`src/sv/llms_ram.sv`:
```
// Generic simple dual-port RAM: one write port, one read port, registered read.
// No dependencies.
`default_nettype none

module llms_ram #(
  parameter int WIDTH = 32,
  parameter int DEPTH = 32
) (
  input  wire logic                     clk,
  input  wire logic                     we,
  input  wire logic [$clog2(DEPTH)-1:0] waddr,
  input  wire logic [WIDTH-1:0]         wdata,
  input  wire logic [$clog2(DEPTH)-1:0] raddr,
  output logic      [WIDTH-1:0]         rdata
);

  logic [WIDTH-1:0] mem [DEPTH];

  always_ff @(posedge clk) begin
    if (we) begin
      mem[waddr] <= wdata;
    end
    rdata <= mem[raddr];
  end

endmodule

`default_nettype wire

```
`config.mk`:
```
export PLATFORM = sky130hd
export DESIGN_NAME = llms_ram
export DESIGN_NICKNAME = d
export VERILOG_FILES = /design/src/sv/llms_ram.sv
export SDC_FILE = /design/constraint.sdc
export NUM_CORES = 1
export LEC_CHECK = 0
export BUFFER_PORTS_ARGS = -buffer_cell sky130_fd_sc_hd__buf_4
export CORE_AREA = 2 2 350 265
export DETAILED_ROUTE_END_ITERATION = 10
export DIE_AREA = 0 0 352 267
export GPL_TIMING_DRIVEN = 0
export PLACE_DENSITY = 0.62
export SYNTH_ARGS = -nofsm -noshare
export SYNTH_HDL_FRONTEND = slang
export SYNTH_SLANG_ARGS = --single-unit
```
`constraint.sdc`:
```
create_clock -name clk -period 7 [get_ports clk]
set_input_delay 0.35 -clock clk [delete_from_list [all_inputs] [get_ports clk]]
set_output_delay 0.35 -clock clk [all_outputs]
set_load 0.01 [all_outputs]
```
==> metrics.cfg <==
[finish]
drive_gt1_share_pct = 14.4
area_delta_synth_final_pct = 15.7
nets = 2513
utilization_pct = 51.7
stdcell_count = 3785
stdcell_area_sq_um = 46900

[worst_setup_path]
crit_slowest_cell = clkbuf_1
cp_slowest_stage_delay_ps = 780
crit_fanout = 10
r2r_cells = 5
path_buf_inv = 3
crit_path_start_kind = input port
path_class = input port to register
r2r_start = mem[0][31]$_DFFE_PP_
path_cells = buf_4 -> and2_1 -> clkbuf_1 -> clkbuf_1 -> a22oi_1 -> nand3_1 -> nand3_1
end_kind = register
crit_start = raddr[1]
arrival_ps = 2740
worstSetupPathDepth = 7
required_ps = 7530
critical_path.top_delay_family = buffers and inverters

[pwr]
p_leak_nw = 16.3
intPower_mw = 10.4
power.net_switching_mw = 2.87
p_clk_share_pct = 41.1
switching_share_pct = 21.7
power_density_nw_per_um2 = 283
ir_worst_vdd_v = 0.000222
seqPwrFrac_pct = 53.2
comb_power_share_pct = 5.6
power.total_mw = 13.2

[sta]
period_minus_slack_ps = 2210
holdWs_ps = 63.2
fmax_mhz = 453
drv_slew = 0
finalHoldViolCount = 0
setup_viol = 0
relSlewSlack_pct = 20.6
tns_ps = 0
setup_slack_ps = 4790
worstMarginPinSlew_ps = 1190
rsz0062_at_grt = no
period_share_pct = 31.5
finClkSkew_ps = 32.8

[clock_tree]
post_cts_buffers = 0
ctsResizeCount = 0
cts_tree = done
cts_sinks = 1056
cts_hold_buf = 0
clk_pin_slew_ps = 60
clock_insertion_delay_worst_skew_ps = 700
cts_made_buffers = 101
root_buffer = clkbuf_16
cts_buffer_depth = 3
htree_num_levels = 3

[global_route]
overflow = 0
grt_pass1_vias = 21800
antenna_found_initial = 5
grt_pass1_wl_um = 151000
grt_usage_pct = 22.3
grt_start_max_net_pins = 33

[synth]
synth_edf_count = 1024
yosys-top-cells-count = edfxtp_1 (1024), mux2i_1 (512), nand2_1 (98), nand3_1 (98)
synth_largest_area_cell = edfxtp_1
async_flop_share_pct = 0
synth-seq-cells = 1056
ys_types = 25
ys_warn_count = 0
ys.flop_type = edfxtp_1
syn-num-nets = 2304
yosys-top-cells-area = edfxtp_1 (76%), mux2i_1 (13%), a22oi_1 (1.8%)
synth_top_cell_area_share_pct = 76.0
syn_area_sq_um = 40500
synth_area_per_cell_sq_um = 17.9
synth.most_common_cell = edfxtp_1
yosysSeqAreaShare_pct = 77.5
synth_cells = 2260

[drt]
drt_iter0_drc = 2365
wl_per_cell_um = 27.8
drt-vias-per-instance = 5.74
ant_nets = 0
vias = 21700
drc = 0
drt_wl_total_um = 105000
first_pass_iters = 5

[floorplanning]
fp-row-count = 96
die_w_um = 352
die_area_sq_um = 94000
start_util_pct = 44.6
die_height_um = 267
io-pin-count = 76
core_sq_um = 90700

[placed_design]
io_buffers = 74
dp_cells = 3591
post-place-ws_ps = 4230
hpwlAfterDp_um = 69600
placed_area_sq_um = 43500
gp_congestion = 0.798

[min_path]
min_path_cells = 1
hold_path_class = input port to register
min_from = wdata[26]

[flow_run]
maxCapViolCount = 0

[run_status]
status = finished clean

==> layout by cell type (no fill, tap or decap), types with 2 or more instances in the layout <==
| master | count |
|---|---|
| or3b_2 | 3 |
| clkinv_1 | 14 |
| nand2b_1 | 2 |
| buf_2 | 26 |
| buf_6 | 15 |
| bufinv_16 | 10 |
| edfxtp_1 | 1024 |
| nand3b_1 | 5 |
| nor2_4 | 32 |
| nor3_1 | 32 |
| diode_2 | 4 |
| clkinvlp_4 | 4 |
| a22o_1 | 64 |
| mux2i_1 | 512 |
| clkbuf_16 | 101 |
| clkbuf_4 | 2 |
| buf_16 | 8 |
| nor2_1 | 2 |
| a31oi_1 | 32 |
| a22oi_1 | 96 |
| clkinv_8 | 2 |
| buf_12 | 24 |
| buf_4 | 107 |
| a21oi_1 | 96 |
| clkinv_2 | 23 |
| clkbuf_1 | 73 |
| buf_1 | 5 |
| clkinv_16 | 3 |
| dfxtp_1 | 32 |
| nand3_1 | 98 |
| clkbuf_8 | 4 |
| nand2_1 | 98 |
==> power by group through the flow <==
| stage | clock network, mW | registers [mW] | logic (mW) |
|---|---|---|---|
| floorplan | 0 | 7.20 | 0.363 |
| global placement | 0 | 7.19 | 0.708 |
| detailed placement | 0 | 7.19 | 0.744 |
| CTS | 5.53 | 7.05 | 0.746 |
| global route | 5.80 | 7.06 | 0.790 |
| finish | 5.45 | 7.05 | 0.744 |
==> metal layers <==
layer	vias to the layer above	track usage (%)	wire (um)
met2	951	33.7	46300
met3	165	3.91	8790
met1	11200	33.2	47300
li1	9403	-	-
met5	-	0	0
met4	0	6.86	2690
==> path summary, 6_finish.rpt <==
| path | endpoint | slack [ps] |
|---|---|---|
| min | mem[10][26]$_DFFE_PP_ | 60 |
| min reg2reg | rdata[4]$_DFF_P_ | 620 |
| max reg2reg | rdata[31]$_DFF_P_ | 5440 |
| max | rdata[9]$_DFF_P_ | 4790 |
==> sequential cells by signal, summed over array words and instances, names as in the netlist <==
signal  flops
rdata      32
mem      1024
==> layout make-up <==
type	count	area [sq um]
buffer	127	753
timing repair buffer	106	1260
clock inverter	58	649
multi-input combinational	1077	8580
sequential	1056	31400
fill	7186	43800
antenna	4	10.0
tap	1225	1530
clock buffer	132	2680
==> cell families after synthesis <==
| group | synth area share, % |
|---|---|
| simple gates | 3.10 |
| mux | 12.7 |
| flops | 77.5 |
| compound gates | 4.85 |
| buf+inv | 1.86 |
==> worst reg2reg max path, delay by kind of cell (launching register included) <==
family / cells / cell delay, ps
mux: 1 / 70
compound gates: 2 / 410
simple gates: 2 / 660
flops: 1 / 340
Power figures use the tool's default switching activity.
