**src/sv/llms_pkg.sv**
```systemverilog
// Shared types and fixed-point constants of the leaky LMS filter.
// No dependencies; imported by the top level and the multiplier.
`default_nettype none

package llms_pkg;

  // Weight format: signed Q4.28
  localparam int W_W        = 32;
  localparam int W_FRAC     = 28;
  // Configuration registers
  localparam int CFG_W      = 24;
  localparam int CFG_IDX_W  = 2;
  localparam int LEAK_SHIFT = 23;
  localparam int STEP_SHIFT = 20;
  // Shared multiplier: 33 x 33 signed
  localparam int MUL_W      = 33;
  localparam int PROD_W     = 2 * MUL_W;
  // Split point of the mu*error product for the two-part step multiply
  localparam int Q_SPLIT    = 32;

  localparam logic [CFG_IDX_W-1:0] REG_STEP_SIZE = 2'd0;
  localparam logic [CFG_IDX_W-1:0] REG_LEAKAGE   = 2'd1;

  localparam logic [CFG_W-1:0] STEP_RESET = 24'd256;
  localparam logic [CFG_W-1:0] LEAK_RESET = 24'd8387769;

  localparam logic [W_W-1:0] W_MAX = 32'h7fff_ffff;
  localparam logic [W_W-1:0] W_MIN = 32'h8000_0000;

  typedef enum logic [3:0] {
    S_IDLE,
    S_MAC,
    S_ERR,
    S_QMUL,
    S_QSAVE,
    S_LEAK,
    S_LO,
    S_HI,
    S_WRITE,
    S_DONE
  } llms_state_t;

endpackage

`default_nettype wire

```
**src/sv/llms_mul.sv**
```systemverilog
// Shared signed multiplier with registered product.
// Depends on llms_pkg for operand and product widths.
`default_nettype none

module llms_mul import llms_pkg::*; (
  input  wire logic                     clk,
  input  wire logic signed [MUL_W-1:0]  a,
  input  wire logic signed [MUL_W-1:0]  b,
  output logic      signed [PROD_W-1:0] prod
);

  always_ff @(posedge clk) begin
    prod <= a * b;
  end

endmodule

`default_nettype wire

```
**config.mk**
```make
export PLATFORM = sky130hd
export DESIGN_NAME = llms_mul
export DESIGN_NICKNAME = d
export VERILOG_FILES = /design/src/sv/llms_pkg.sv /design/src/sv/llms_mul.sv
export SDC_FILE = /design/constraint.sdc
export NUM_CORES = 2
export LEC_CHECK = 0
export BUFFER_PORTS_ARGS = -buffer_cell sky130_fd_sc_hd__buf_2
export CORE_MARGIN = 2
export CORE_UTILIZATION = 45
export CTS_CLUSTER_DIAMETER = 30
export CTS_CLUSTER_SIZE = 28
export DETAILED_ROUTE_END_ITERATION = 16
export GPL_TIMING_DRIVEN = 0
export PLACE_DENSITY_LB_ADDON = 0.3
export SLEW_MARGIN = 20
export SYNTH_ARGS = -nofsm -noshare
export SYNTH_HDL_FRONTEND = slang
export SYNTH_SLANG_ARGS = --single-unit
```
**constraint.sdc**
```tcl
create_clock -name clk -period 10.74 [get_ports clk]
set_input_delay 1.074 -clock clk [delete_from_list [all_inputs] [get_ports clk]]
set_output_delay 1.074 -clock clk [all_outputs]
set_load 0.02 [all_outputs]
```
==> results.yml <==
status:
  status: "finished clean"
min_path:
  min_from: "a[0]"
  whs_endpoint: "prod[0]$_DFF_P_"
  hold_path.class: "primary input to flip-flop"
  whs_path_depth: 2
clock_tree:
  clkTransAtPathRegs_ns: 0.07
  cts_hold_buf: 0
  numCtsBuffers: 9
  ctsResizeCount: 0
  cts_setup_buffers: 0
  clock-root-buffer: "clkbuf_16"
  clock-sinks: 66
  h-tree-depth: 3
  cts_tree: "yes"
  clockBufferDepth: 2
timing:
  slew_viol_final: 0
  relSlewSlack: 0.147
  final-hold-violation-count: 0
  rsz0062_at_grt: "no"
  fmax_mhz: 97.5
  setup_viol: 0
  finalCriticalPeriod_ns: 10.26
  min_period_over_period: 0.955
  worstMarginPinSlew_ns: 1.28
logic_synthesis:
  yosysUniqueCellTypes: 80
  syn_nets: 5767
  syn_area_per_cell_um2: 9.39
  synth_edf_count: 0
  ys_warn_count: 0
  syn_area_mm2: 0.0407
  ys_seq_area_frac: 0.0324
  syn_inst: 4338
  ys_ff_latch: 66
  yosys_most_used_dff: "dfxtp_1"
  async_flop_share: 0
floorplan:
  boundaryPins: 133
  die_width_um: 305
  num_rows: 110
  core_area_mm2: 0.0899
  initial_core_util: 0.453
  fp.dieH_um: 305
  dieArea_mm2: 0.0929
place:
  dp.cells: 5646
  hpwl_um: 123000
  place_congestion: 1.09
  io_buffer_count: 132
critical_path:
  critical_path.max_fanout: 17
  start_kind: "primary input"
  crit_top_cell: "fa_1"
  slowest_stage: "fa_2"
  cp_top_family: "adder cells"
  crit_path_end_kind: "flip-flop"
  crit_chain: "buf_2 -> clkbuf_1 -> nand2_1 -> inv_1 -> fa_1 -> fa_1 -> fa_2 -> fa_2 -> fa_1 -> fa_1 -> fa_1 -> inv_1 -> fa_1 -> inv_1 -> ha_1 -> clkbuf_1 -> nand4_1 -> nor3_1 -> o311ai_4 -> nand3_2 -> a211oi_1 -> a311oi_1"
  path_class: "primary input to flip-flop"
  cpPeakStageDelay_ns: 1.01
  arrival_ns: 10.59
  worst-path-buf-inv: 6
  critPathRequiredTime_ns: 11.07
detailed_routing:
  dr.pass1.iters: 6
  routed_wire_length_per_instance_um: 25.6
  drtIter0Drc: 2689
  vias_per_cell: 5.46
  routed_wl_um: 146000
  drc: 0
  num_vias: 31047
  ant_nets: 0
final_layout:
  layout-drive-gt1-share: 0.0446
  regMostFlops: "prod"
  finalNonFillerCells: 5683
  multi_input_area_mm2: 0.0343
  area_growth_pct: 6.05
  final_nets: 5910
  fill_cells: 8698
  seq_area_mm2: 0.00132
  layout_commonest_cell: "fa_1"
  reg_top3: "prod: 66 flops"
  mostFrequentLayoutCells: "fa_1 (1,143), inv_1 (1,131), and2_1 (562)"
  largest_reg_flops: 66
flow_run:
  drv_cap: 0
grt:
  grt_pass1_wl_um: 217000
  antenna_found_initial: 29
  grt.total_usage: 0.327
  grt_start_max_net_pins: 27
  first_global_vias: 33158
  overflow: 0
[per-stage QoR]
step	instance area [um2]	worst slack [ns]	hold slack, ns	TNS, ns	util
final	43200	0.481	1.12	0	0.481
after global routing	43200	0.273	1.09	0	0.480
after CTS	43100	0.643	1.08	0	0.480
after detailed placement	42900	0.275	1.49	0	0.477
after global placement	42900	-0.276	1.49	-1.06	0.477
after floorplan	40700	2.43	1.20	0	-
[synth_stat cells, drive strengths merged (3+ instances only)]
master / count / share of area
a31oi: 9 / 0.0015
fa: 1145 / 0.56
ha: 217 / 0.067
and2: 563 / 0.087
nor3: 7 / 0.00086
xnor2: 43 / 0.0092
dfxtp: 66 / 0.032
o31ai: 7 / 0.0025
nand2: 551 / 0.051
a21boi: 3 / 0.00083
o21ai: 33 / 0.0042
buf: 13 / 0.0017
inv: 1131 / 0.10
xor2: 25 / 0.0054
clkbuf: 208 / 0.019
and3: 6 / 0.0010
o21bai: 11 / 0.0020
a21oi: 61 / 0.0080
or2: 3 / 0.00046
a21o: 38 / 0.0071
or3: 3 / 0.00046
nor4: 3 / 0.00083
a211o: 6 / 0.0013
nand2b: 12 / 0.0018
a211oi: 11 / 0.0027
nor2: 68 / 0.0063
nor2b: 5 / 0.00077
and4: 5 / 0.0011
a221oi: 3 / 0.0011
nand3: 26 / 0.0033
o21a: 6 / 0.0011
o211ai: 5 / 0.0013
nand4: 12 / 0.0020
[worst max-delay path by stage]
stage / end / cells past startpoint / start / slack [ns]
6_report: prod[64]$_DFF_P_ / 22 / a[32] / 0.48
5_1_grt: prod[64]$_DFF_P_ / 24 / a[32] / 0.27
4_1_cts: prod[64]$_DFF_P_ / 22 / a[32] / 0.64
3_5_place_dp: prod[64]$_DFF_P_ / 22 / a[32] / 0.28
3_3_place_gp: prod[64]$_DFF_P_ / 22 / a[32] / -0.28
2_1_floorplan: prod[62]$_DFF_P_ / 23 / a[32] / 2.43
[layout make-up]
| class | instances | share of cell area |
|---|---|---|
| Antenna cell | 21 | 0.00122 |
| Buffer | 221 | 0.0198 |
| Clock buffer | 11 | 0.00562 |
| Clock inverter | 5 | 0.000695 |
| Inverter | 1131 | 0.0983 |
| Multi-Input combinational cell | 2920 | 0.795 |
| Sequential cell | 66 | 0.0306 |
| Tap cell | 1176 | 0.0341 |
| Timing Repair Buffer | 132 | 0.0153 |
[metal layers]
metal	GRT usage	vias up	wire length, um
met5	0	-	51
met4	0.197	8	10700
met3	0.0780	432	15500
met2	0.497	1771	64900
met1	0.424	16185	54400
li1	-	12651	-
[cell families after synthesis]
family                     count (synthesis)  share of synthesized area
DFF                                       66                     0.0324
AOI/OAI and AO/OA                        219                     0.0407
adders and majority gates               1362                      0.629
buffers and inverters                   1352                      0.125
and+or+nand+nor                         1271                      0.158
xor gates and xnor gates                  68                     0.0146
Power is not shown: default switching activity piles up to over one toggle a cycle in this logic, so the estimate is an artifact.
